$ cat config.mk
export PLATFORM = sky130hd
export DESIGN_NAME = selective_repeat_receive_window
export DESIGN_NICKNAME = d
export VERILOG_FILES = /design/src/rtl/core/srrw_pkg.sv /design/src/rtl/core/srrw_hdr_check.sv /design/src/rtl/core/selective_repeat_receive_window.sv
export SDC_FILE = /design/constraint.sdc
export NUM_CORES = 2
export LEC_CHECK = 0
export BUFFER_PORTS_ARGS = -buffer_cell sky130_fd_sc_hd__buf_2
export CAP_MARGIN = 20
export CORE_ASPECT_RATIO = 1.1
export CORE_UTILIZATION = 40
export CTS_BUF_LIST = sky130_fd_sc_hd__clkbuf_8
export DETAILED_ROUTE_END_ITERATION = 16
export MAX_ROUTING_LAYER = met4
export PLACE_DENSITY_LB_ADDON = 0.05
export SYNTH_ARGS = -nofsm -noshare
export SYNTH_HDL_FRONTEND = slang
export SYNTH_HIERARCHICAL = 1
export SYNTH_SLANG_ARGS = --single-unit
$ cat constraint.sdc
create_clock -name aclk -period 8.81 [get_ports aclk]
set_input_delay 1.762 -clock aclk [delete_from_list [all_inputs] [get_ports aclk]]
set_output_delay 1.762 -clock aclk [all_outputs]
set_load 0.05 [all_outputs]
$ cat src/rtl/core/srrw_pkg.sv
package srrw_pkg;

    localparam int WINDOW_MAX = 32;
    localparam int REF_WIDTH = 16;
    localparam int SLOT_W = $clog2(WINDOW_MAX);
    localparam int WIN_W = 6;
    localparam int SEQ_W = 16;
    localparam int LEN_W = 13;
    localparam logic [15:0] SUM_ALL_ONES = 16'hffff;
    localparam int FLAG_IN_USE_BIT = 0;
    localparam int FLAG_EOF_BIT = 4;

    localparam logic KIND_ACK = 1'b0;
    localparam logic KIND_DELIVER = 1'b1;

    typedef struct packed {
        logic [31:0]          src_ip;
        logic [31:0]          dst_ip;
        logic [15:0]          src_port;
        logic [15:0]          dst_port;
        logic [SEQ_W-1:0]     seq;
        logic [15:0]          ack_number;
        logic [15:0]          flags;
        logic [15:0]          packet_count;
        logic [LEN_W-1:0]     payload_length;
        logic [15:0]          checksum;
        logic [REF_WIDTH-1:0] payload_ref;
    } in_item_t;

    typedef struct packed {
        logic                 kind;
        logic [SEQ_W-1:0]     out_seq;
        logic [REF_WIDTH-1:0] out_ref;
        logic [LEN_W-1:0]     out_length;
        logic                 is_end;
        logic                 last;
    } out_item_t;

    typedef struct packed {
        logic [REF_WIDTH-1:0] ref_h;
        logic [LEN_W-1:0]     len;
        logic                 eof;
    } slot_t;

endpackage

$ cat src/rtl/core/srrw_hdr_check.sv
// Registered ones'-complement header check: the sum is registered on load, then folded and compared combinationally.
module srrw_hdr_check (
    input  logic              aclk,
    input  logic              load,
    input  srrw_pkg::in_item_t hdr,
    output logic              pass
);
    logic [19:0] sum_reg;
    logic [15:0] csum_reg;
    logic [16:0] fold1;
    logic [15:0] fold2;

    always_ff @(posedge aclk) begin
        if (load) begin
            sum_reg <= 20'(hdr.src_ip[15:0]) + 20'(hdr.src_ip[31:16])
                     + 20'(hdr.dst_ip[15:0]) + 20'(hdr.dst_ip[31:16])
                     + 20'(hdr.src_port) + 20'(hdr.dst_port) + 20'(hdr.seq)
                     + 20'(hdr.ack_number) + 20'(hdr.flags) + 20'(hdr.packet_count);
            csum_reg <= hdr.checksum;
        end
    end

    // Two folds always suffice for a 20-bit sum of ten words.
    assign fold1 = 17'(sum_reg[15:0]) + 17'(sum_reg[19:16]);
    assign fold2 = fold1[15:0] + 16'(fold1[16]);
    assign pass = ({1'b0, fold2} + {1'b0, csum_reg}) == {1'b0, srrw_pkg::SUM_ALL_ONES};
endmodule

$ cat src/rtl/core/selective_repeat_receive_window.sv
// An accepted item is checked in ST_CHECK, which registers its ack result or moves on
// to ST_RD; an item that causes no result returns to ST_IDLE, which frees the input.
// A new item is taken only in ST_IDLE; an ack adds the ST_ACK handshake, each delivery
// a slot read (ST_RD), result build and handshake (ST_OUT), held while m_ready stays low.
// A window write holds the input off while ST_MOD rebuilds the slot index.
// Reset clears base, slot valid flags and done flag and sets the window size to 1.
module selective_repeat_receive_window (
    input  logic                  aclk,
    input  logic                  aresetn,
    input  logic                  s_valid,
    output logic                  s_ready,
    input  srrw_pkg::in_item_t    s_data,
    output logic                  m_valid,
    input  logic                  m_ready,
    output srrw_pkg::out_item_t   m_data,
    input  logic                  cfg_we,
    input  logic [srrw_pkg::WIN_W-1:0] cfg_wdata
);
    typedef enum logic [2:0] {ST_IDLE, ST_CHECK, ST_ACK, ST_RD, ST_OUT, ST_MOD} state_t;

    state_t state_reg;
    logic [srrw_pkg::WIN_W-1:0] win_cfg_reg;
    logic [15:0] base_reg;
    logic [srrw_pkg::WINDOW_MAX-1:0] valid_reg;
    logic done_reg;
    srrw_pkg::in_item_t hdr_reg;
    srrw_pkg::slot_t slot_mem [srrw_pkg::WINDOW_MAX];
    srrw_pkg::slot_t rd_reg;
    logic [srrw_pkg::SLOT_W-1:0] pos_idx_reg;
    logic [srrw_pkg::SLOT_W:0] steps_reg;
    logic [srrw_pkg::SLOT_W-1:0] cur_idx_reg;
    logic [16:0] rem_reg;
    logic [4:0] bit_reg;
    logic pass;

    logic [srrw_pkg::SLOT_W:0] w;
    logic [16:0] hi_bound;
    logic in_win;
    logic [16:0] pos;
    logic [srrw_pkg::SLOT_W-1:0] seq_idx, pos_idx;
    logic [15:0] seq_diff;
    logic [srrw_pkg::SLOT_W:0] seq_off;
    logic [srrw_pkg::SLOT_W+1:0] seq_sum;
    logic [srrw_pkg::SLOT_W:0] inc_idx;
    logic [srrw_pkg::SLOT_W-1:0] adv_idx;
    logic ack_last, dlv_last;
    logic [22:0] mod_div;
    logic [16:0] rem_sub;

    srrw_hdr_check u_chk (.aclk(aclk), .load(s_valid && s_ready), .hdr(s_data), .pass(pass));

    always_comb begin
        if (win_cfg_reg == '0) w = (srrw_pkg::SLOT_W+1)'(1);
        else if (32'(win_cfg_reg) > srrw_pkg::WINDOW_MAX) w = (srrw_pkg::SLOT_W+1)'(srrw_pkg::WINDOW_MAX);
        else w = (srrw_pkg::SLOT_W+1)'(win_cfg_reg);
    end

    assign hi_bound = {1'b0, base_reg} + 17'(w);
    assign in_win = ({1'b0, hdr_reg.seq} > {1'b0, base_reg}) && ({1'b0, hdr_reg.seq} <= hi_bound);
    assign pos = {1'b0, base_reg} + 17'd1;

    // cur_idx_reg tracks (base + 1) mod window. A sequence number inside the window
    // lies less than one window above that position, so one subtraction wraps it.
    assign pos_idx = cur_idx_reg;
    assign seq_diff = hdr_reg.seq - base_reg - 16'd1;
    assign seq_off = seq_diff[srrw_pkg::SLOT_W:0];
    assign seq_sum = (srrw_pkg::SLOT_W+2)'(cur_idx_reg) + (srrw_pkg::SLOT_W+2)'(seq_off);
    assign seq_idx = (seq_sum >= (srrw_pkg::SLOT_W+2)'(w))
                     ? srrw_pkg::SLOT_W'(seq_sum - (srrw_pkg::SLOT_W+2)'(w))
                     : seq_sum[srrw_pkg::SLOT_W-1:0];

    // When the base wraps to zero the next position is 1, not 65537.
    assign inc_idx = (srrw_pkg::SLOT_W+1)'(cur_idx_reg) + (srrw_pkg::SLOT_W+1)'(1);
    assign adv_idx = (base_reg == 16'hffff)
                     ? ((w == (srrw_pkg::SLOT_W+1)'(1)) ? srrw_pkg::SLOT_W'(0)
                                                        : srrw_pkg::SLOT_W'(1))
                     : ((inc_idx == w) ? srrw_pkg::SLOT_W'(0)
                                       : inc_idx[srrw_pkg::SLOT_W-1:0]);

    assign ack_last = !(valid_reg[pos_idx] || (in_win && seq_idx == pos_idx));
    assign dlv_last = rd_reg.eof || ((steps_reg + (srrw_pkg::SLOT_W+1)'(1)) >= w)
                      || !valid_reg[adv_idx] || (adv_idx == pos_idx);

    // Restoring reduction of (base + 1) by the window, one quotient bit per cycle.
    assign mod_div = 23'(w) << bit_reg;
    assign rem_sub = (23'(rem_reg) >= mod_div) ? 17'(23'(rem_reg) - mod_div) : rem_reg;

    assign s_ready = (state_reg == ST_IDLE) && !cfg_we;

    logic do_store;
    assign do_store = (state_reg == ST_CHECK) && pass && hdr_reg.flags[srrw_pkg::FLAG_IN_USE_BIT]
                      && in_win;

    always_ff @(posedge aclk) begin
        if (do_store) begin
            slot_mem[seq_idx] <= '{ref_h: hdr_reg.payload_ref, len: hdr_reg.payload_length,
                                  eof: hdr_reg.flags[srrw_pkg::FLAG_EOF_BIT]};
        end
        if (s_valid && s_ready) hdr_reg <= s_data;
        rd_reg <= slot_mem[pos_idx];
    end

    always_ff @(posedge aclk) begin
        if (!aresetn) begin
            state_reg <= ST_IDLE;
            win_cfg_reg <= srrw_pkg::WIN_W'(1);
            base_reg <= '0;
            valid_reg <= '0;
            done_reg <= 1'b0;
            m_valid <= 1'b0;
            steps_reg <= '0;
            cur_idx_reg <= '0;
        end else begin
            if (cfg_we) win_cfg_reg <= cfg_wdata;
            if (do_store) valid_reg[seq_idx] <= 1'b1;
            unique case (state_reg)
                ST_IDLE: begin
                    if (cfg_we) begin
                        rem_reg <= pos;
                        bit_reg <= 5'd16;
                        state_reg <= ST_MOD;
                    end else if (s_valid && !done_reg) begin
                        state_reg <= ST_CHECK;
                    end
                end
                ST_MOD: begin
                    rem_reg <= rem_sub;
                    if (bit_reg == 5'd0) begin
                        cur_idx_reg <= rem_sub[srrw_pkg::SLOT_W-1:0];
                        state_reg <= ST_IDLE;
                    end else begin
                        bit_reg <= bit_reg - 5'd1;
                    end
                end
                ST_CHECK: begin
                    steps_reg <= '0;
                    if (pass && hdr_reg.flags[srrw_pkg::FLAG_IN_USE_BIT]) begin
                        m_valid <= 1'b1;
                        m_data <= '{kind: srrw_pkg::KIND_ACK, out_seq: hdr_reg.seq, out_ref: '0,
                                    out_length: '0, is_end: 1'b0, last: ack_last};
                        state_reg <= ST_ACK;
                    end else if (valid_reg[pos_idx]) begin
                        state_reg <= ST_RD;
                    end else begin
                        state_reg <= ST_IDLE;
                    end
                end
                ST_ACK: begin
                    if (m_ready) begin
                        m_valid <= 1'b0;
                        state_reg <= m_data.last ? ST_IDLE : ST_RD;
                    end
                end
                ST_RD: begin
                    pos_idx_reg <= pos_idx;
                    state_reg <= ST_OUT;
                end
                ST_OUT: begin
                    if (!m_valid) begin
                        valid_reg[pos_idx_reg] <= 1'b0;
                        m_valid <= 1'b1;
                        m_data <= '{kind: srrw_pkg::KIND_DELIVER, out_seq: pos[15:0],
                                    out_ref: rd_reg.ref_h, out_length: rd_reg.len,
                                    is_end: rd_reg.eof, last: dlv_last};
                        steps_reg <= steps_reg + 1'b1;
                        if (rd_reg.eof) begin
                            done_reg <= 1'b1;
                        end else begin
                            base_reg <= base_reg + 16'd1;
                            cur_idx_reg <= adv_idx;
                        end
                    end else if (m_ready) begin
                        m_valid <= 1'b0;
                        state_reg <= m_data.last ? ST_IDLE : ST_RD;
                    end
                end
                default: state_reg <= ST_IDLE;
            endcase
        end
    end

    // Results only leave while an item is in flight.
    a_out_busy: assert property (@(posedge aclk) disable iff (!aresetn)
        m_valid |-> (state_reg != ST_IDLE && state_reg != ST_CHECK))
        else $error("result valid outside item processing");
    a_no_accept_done: assert property (@(posedge aclk) disable iff (!aresetn)
        (s_valid && s_ready && done_reg) |=> state_reg == ST_IDLE)
        else $error("item processed after transfer done");
    a_base_step: assert property (@(posedge aclk) disable iff (!aresetn)
        (base_reg != $past(base_reg)) |-> $past(state_reg) == ST_OUT)
        else $error("window base moved outside delivery");
endmodule
* Word level (Yosys, flattened, before mapping) *
Memories as Yosys holds them, arrays and structs flattened. A register that Yosys moved wholly into a read port is not among the register bits.
Cells that the tools add are included.

cells by class
  shifts and indexed selects = 1
  eq/ne operators = 21
  mux-type cells = 49
  $lt $le $gt $ge = 12
  bitwise gates (word level) = 5
  reductions and logical operators = 37
  add/sub/neg operators = 23

operators by type and width
  operator                                                                      count
  20-bit by 16-bit adder with 20-bit output                                     8
  32-bit two-way mux                                                            4
  48-bit two-way mux                                                            2
  48-bit one-hot mux with 2 select lines                                        1
  5-bit two-way mux                                                             8
  16-bit by 16-bit adder with 17-bit output                                     2
  17-bit two-way mux                                                            2
  17-bit one-hot mux with 2 select lines                                        1
  32-bit AND                                                                    1
  32-bit inverter                                                               1
  32-bit bitwise OR                                                             1
  5-bit by 6-bit less-than comparator with 1-bit output, second input constant  4
  17-bit by 23-bit greater-or-equal comparator with 1-bit output                1
  6-bit by 5-bit << shifter with 23-bit output                                  1
  5-bit one-hot mux with 2 select lines                                         2
  6-bit two-way mux                                                             3
  3-bit one-hot mux with 6 select lines                                         1
  16-bit by 1-bit adder with 17-bit output, second input constant               1
  16-bit by 4-bit adder with 17-bit output                                      1
  16-bit by 6-bit adder with 17-bit output                                      1
  17-bit by 16-bit equality test with 1-bit output, second input constant       1
  16-bit by 17-bit less-or-equal comparator with 1-bit output                   1
  17-bit subtractor                                                             1
  16-bit by 1-bit adder with 16-bit output                                      1
  other kinds (42)                                                              98

storage, ports and cells
  input port bits = 216
  output and inout bits = 50
  RAM bits = 960
  memories kept = 1
  logic and storage cells = 173
  register bits after elaboration = 231

memory list
  memory    depth  width  read ports  clocked after memory_dff  write ports  RTL line                               text
  slot_mem  32     30     1           1                         1            selective_repeat_receive_window.sv:27  srrw_pkg::slot_t slot_mem [srrw_pkg::WINDOW_MAX];

* Depth between registers and ports, before layout *
  word-level depth = 15
  depth in mapped cells = 28
  gate-level depth less buffers = 28

* Hierarchy *
Netlist, hierarchy kept.

modules (own cells, without submodules)
  module                           sequential area each (um^2)  cells each  area each (um^2)  times used
  selective_repeat_receive_window  34493.1                      2597        48775.5           1
  srrw_hdr_check                   1081.0                       687         6857.8            1

* Least setup slack after synthesis *
No wires, ideal clock.

  kind = input port to flip-flop
  start = in s_data[173] (netlist name)
  end = reg u_chk.sum_reg[17], data pin
  required time = 8552 ps
  path buffers = 0
  library setup time = 258 ps
  stages = 22
  path slack = 1681 ps
  data arrival time = 6871 ps
  path through = ha_1 > fa_1 > a21oi_1 > o211ai_1 > a31oi_1 > nor2b_1 > o21ai_0 > a21oi_1 > a31oi_1 > xnor2_1 > fa_1 > inv_1 > fa_1 > fa_1 > fa_1 > inv_1 > ha_1 > or3_1 > a211o_1 > a31o_2 > a21oi_1 > xnor2_1

between the ends
  cells in the longest elaborated chain, start to end = 9

ends and longest elaborated chain
  element                                                  RTL line                               text
  from (decl)                                              selective_repeat_receive_window.sv:12  input srrw_pkg::in_item_t s_data,
  16-bit by 16-bit adder with 17-bit output                srrw_hdr_check.sv:15                   sum_reg <= 20'(hdr.src_ip[15:0]) + 20'(hdr.src_ip[31:16])
  20-bit by 16-bit adder with 20-bit output (2 in series)  srrw_hdr_check.sv:16                   + 20'(hdr.dst_ip[15:0]) + 20'(hdr.dst_ip[31:16])
  20-bit by 16-bit adder with 20-bit output (3 in series)  srrw_hdr_check.sv:17                   + 20'(hdr.src_port) + 20'(hdr.dst_port) + 20'(hdr.seq)
  20-bit by 16-bit adder with 20-bit output (3 in series)  srrw_hdr_check.sv:18                   + 20'(hdr.ack_number) + 20'(hdr.flags) + 20'(hdr.packet_count);
  to (signal assigned)                                     srrw_hdr_check.sv:15
  to (decl)                                                srrw_hdr_check.sv:8                    logic [19:0] sum_reg;

No other way between the ends.
A chain may end at the register's enable or synchronous reset.

* Worst setup path after layout *
  start = reg u_chk.sum_reg[16]
  end = mem slot_mem[28][14] (netlist name) (enable)

between the ends
  cells in the longest elaborated chain, start to end = 9

ends and longest elaborated chain
  element                                           RTL line                               text
  16-bit by 4-bit adder with 17-bit output          srrw_hdr_check.sv:24                   assign fold1 = 17'(sum_reg[15:0]) + 17'(sum_reg[19:16]);
  16-bit by 1-bit adder with 16-bit output          srrw_hdr_check.sv:25                   assign fold2 = fold1[15:0] + 16'(fold1[16]);
  16-bit by 16-bit adder with 17-bit output         srrw_hdr_check.sv:26                   assign pass = ({1'b0, fold2} + {1'b0, csum_reg}) == {1'b0, srrw_pkg::SUM_ALL_ONES};
  17-bit by 16-bit equality test with 1-bit output  srrw_hdr_check.sv:26
  via pass                                          selective_repeat_receive_window.sv:34  logic pass;
  1-bit logical AND (2 in series)                   selective_repeat_receive_window.sv:91  assign do_store = (state_reg == ST_CHECK) && pass && hdr_reg.flags[srrw_pkg::FLAG_IN_USE_BIT]
  1-bit logical AND                                 selective_repeat_receive_window.sv:92  && in_win;
  1-bit two-way mux                                 selective_repeat_receive_window.sv:95  if (do_store) begin
  1-bit two-way mux (implied by the code)           selective_repeat_receive_window.sv:96  slot_mem[seq_idx] <= '{ref_h: hdr_reg.payload_ref, len: hdr_reg.payload_length,
  to (decl)                                         selective_repeat_receive_window.sv:27

The timed path passes the listed nets, and every way through them passes these cells.

==> results.json <==
{
  "hold_violations": 0,
  "cts_tree": "yes",
  "drt-total-wl_mm": 155,
  "synth_top_area_share_pct": 60.3,
  "cts_made_buffers": 201,
  "hold_start": "done_reg$_SDFFE_PN0P_",
  "endpoint_kind": "flip-flop",
  "design_area_sq_um": 64000,
  "slowest_stage": "nor2_4",
  "run_status": "finished, final reports clean",
  "yosysUniqueCellTypes": 102,
  "drtIter0Drc": 2442,
  "wl_per_cell_um": 27.2,
  "finalSetupViolations": 0,
  "grt_pass1_vias": 33100,
  "rsz0062_at_grt": "no",
  "crit_required_ns": 9.41,
  "pre_cts_ws_ns": 1.01,
  "post_cts_resized": 0,
  "p_switching_uw": 5180,
  "h-tree-depth": 4,
  "largest_reg_flops": 960,
  "drv_slew": 0,
  "finalCritPeriodShare_pct": 89.6,
  "synth_fp_nets": 3762,
  "p_leak_uw": 0.0219,
  "path_clk_slew_ns": 0.07,
  "die_h_um": 393,
  "ant_nets": 0,
  "async_reset_ff_share_pct": 0,
  "layout_min_cycle_time_ns": 7.90,
  "synth_ff_type": "edfxtp_1",
  "regArea_sq_um": 35600,
  "synth_cells": 3284,
  "seqPwrFrac_pct": 42.2,
  "ys_warn_count": 6,
  "worst_ep_arrival_time_ns": 8.50,
  "setup_ws_ns": 0.912,
  "reg2reg_depth": 27,
  "avgSynthCellArea_sq_um": 16.9,
  "worstHoldPathType": "reg -> reg",
  "placed_cell_area_sq_um": 59700,
  "crit_start": "u_chk/sum_reg[16]$_DFFE_PP_",
  "rr_startpoint": "u_chk/sum_reg[16]$_DFFE_PP_",
  "min_path_cells": 1,
  "worst_pin_slew_ns": 1.15,
  "clock_path_buffers": 3,
  "grt_max_degree": 100,
  "synth_area_leaders": "edfxtp_1, mux4_2, fa_1, dfxtp_1, ha_1",
  "clockRootBuffer": "clkbuf_8",
  "synth_area_sq_um": 55600,
  "path_class": "reg -> reg",
  "cp-start-kind": "flip-flop",
  "layout_commonest_cell": "edfxtp_1",
  "clkSinkCount": 1218,
  "synth-edff-count": 1118,
  "rows": 143,
  "antenna_found_initial": 8,
  "grt_pass1_wl_mm": 227,
  "hpwl_mm": 98.2,
  "drive_gt1_share_pct": 27.8,
  "start_util_pct": 40.3,
  "cts_setup_buffers": 0,
  "yosysTopAreaCell": "edfxtp_1",
  "seq_area_frac_synth_pct": 63.9,
  "synth-seq-cells": 1218,
  "critPathMaxStageDelay_ns": 0.75,
  "pin_count": 266,
  "gr-total-overflow": 0,
  "r2r_slack_ns": 0.91,
  "crit_fanout": 20,
  "gp_congestion": 0.905,
  "dieArea_sq_um": 141000,
  "num_vias": 31200,
  "die_x_um": 358,
  "finClkSkew_ns": 0.0761,
  "swShare_pct": 32.1,
  "final_cell_mix": "edfxtp_1, mux4_2, inv_1, buf_2, clkbuf_8",
  "p_clk_share_pct": 30.3,
  "fin_nets": 4181,
  "setup_tns_ns": 0,
  "core_area_sq_um": 138000,
  "drv_cap": 0,
  "cts_hold_buf": 0,
  "multi_input_area_sq_um": 19000,
  "max-vdd-ir-drop_uv": 296,
  "power.density_nw_per_um2": 252,
  "maxSlewHeadroom_pct": 23.4,
  "intPower_uw": 11000,
  "utilization_pct": 46.3,
  "syn2layout_area_growth_pct": 15.0,
  "clk_latency_ns": 0.95,
  "grtUsageTotal_pct": 23.1,
  "fill_cells": 12000,
  "drc": 0,
  "max_freq_ghz": 0.127,
  "vias_per_cell": 5.49,
  "dr.pass1.iters": 5,
  "numPortBuffers": 265,
  "pwr-share-comb_pct": 27.4
}
-- layer usage --
layer / vias up / routed length, um / GRT usage (%)
met2: 811 / 76500 / 37.1
li1: 13800 / - / -
met1: 16500 / 68900 / 31.1
met4: 0 / 2850 / 5.63
met5: - / 0 / -
met3: 198 / 6630 / 3.44
-- metrics by stage --
step	hold slack, ns	power [uW]	std cells
5_1_grt	0.478	17100	5693
3_5_place_dp	0.452	11300	5302
3_3_place_gp	0.443	11300	5300
4_1_cts	0.464	16300	5681
2_1_floorplan	0.435	9990	3284
6_report	0.459	16100	5693
-- cells by family after synthesis --
logic type / after synthesis / synth area share (%)
buf+inv: 335 / 2.45
compound gates: 416 / 5.23
mux: 371 / 13.8
simple gates: 552 / 4.96
xor+xnor: 129 / 2.09
fa+ha+maj: 263 / 7.52
flops: 1218 / 63.9
-- worst paths after layout --
check,end
setup / recovery,slot_mem[28][14]$_DFFE_PP_
hold / removal,done_reg$_SDFFE_PN0P_
setup reg to reg,slot_mem[28][14]$_DFFE_PP_
hold reg to reg,done_reg$_SDFFE_PN0P_
-- final cells by class --
cell class	instances	share of cell area, %
inverter	202	1.20
timing repair buffer	349	3.72
tap	1812	3.54
clock buffer	224	4.82
antenna	2	0.00782
clock inverter	155	1.44
multi-input combinational	1731	29.6
sequential	1218	55.6
-- cells in the mapped netlist, types with 8 or more instances --
cell      instances
a211oi_1         19
a21boi_0         11
a21o_1           32
a21oi_1         100
a31oi_1          15
and2_1           19
and3_1           44
buf_1            29
buf_2            11
clkbuf_1         81
dfxtp_1         100
edfxtp_1       1118
fa_1            119
ha_1            143
inv_1           198
mux2_2           34
mux2i_1          22
mux4_2          312
nand2_1         135
nand2b_1         22
nand3_1          44
nand3b_1         10
nand4_1          24
nor2_1          136
nor2b_1          24
nor3_1           40
nor4_1            8
o211ai_1         14
o21a_1           21
o21ai_0          69
o21ai_1          12
o221a_1           8
o221a_2          24
o22ai_1          13
o31ai_1          10
or2_2             9
or3_1            11
xnor2_1         106
xor2_1           21
-- power groups by stage --
stage                     sequential, uW  clock [uW]  combinational, uW
after floorplan                     6850           0               3130
after global placement              6960           0               4370
after detailed placement            6960           0               4370
after CTS                           6840        5050               4430
after global routing                6840        5290               4920
final                               6820        4900               4430
-- critical path: cells and delay by family (launching register included) --
kind	cells	cell delay [ns]
buffers and inverters	3	0.55
adder cells (fa/ha/maj)	4	1.14
AO/OA/AOI/OAI	8	1.91
flip-flops	1	0.35
AND/OR/NAND/NOR	12	3.63
No activity file was read; power rests on OpenSTA's default activity.
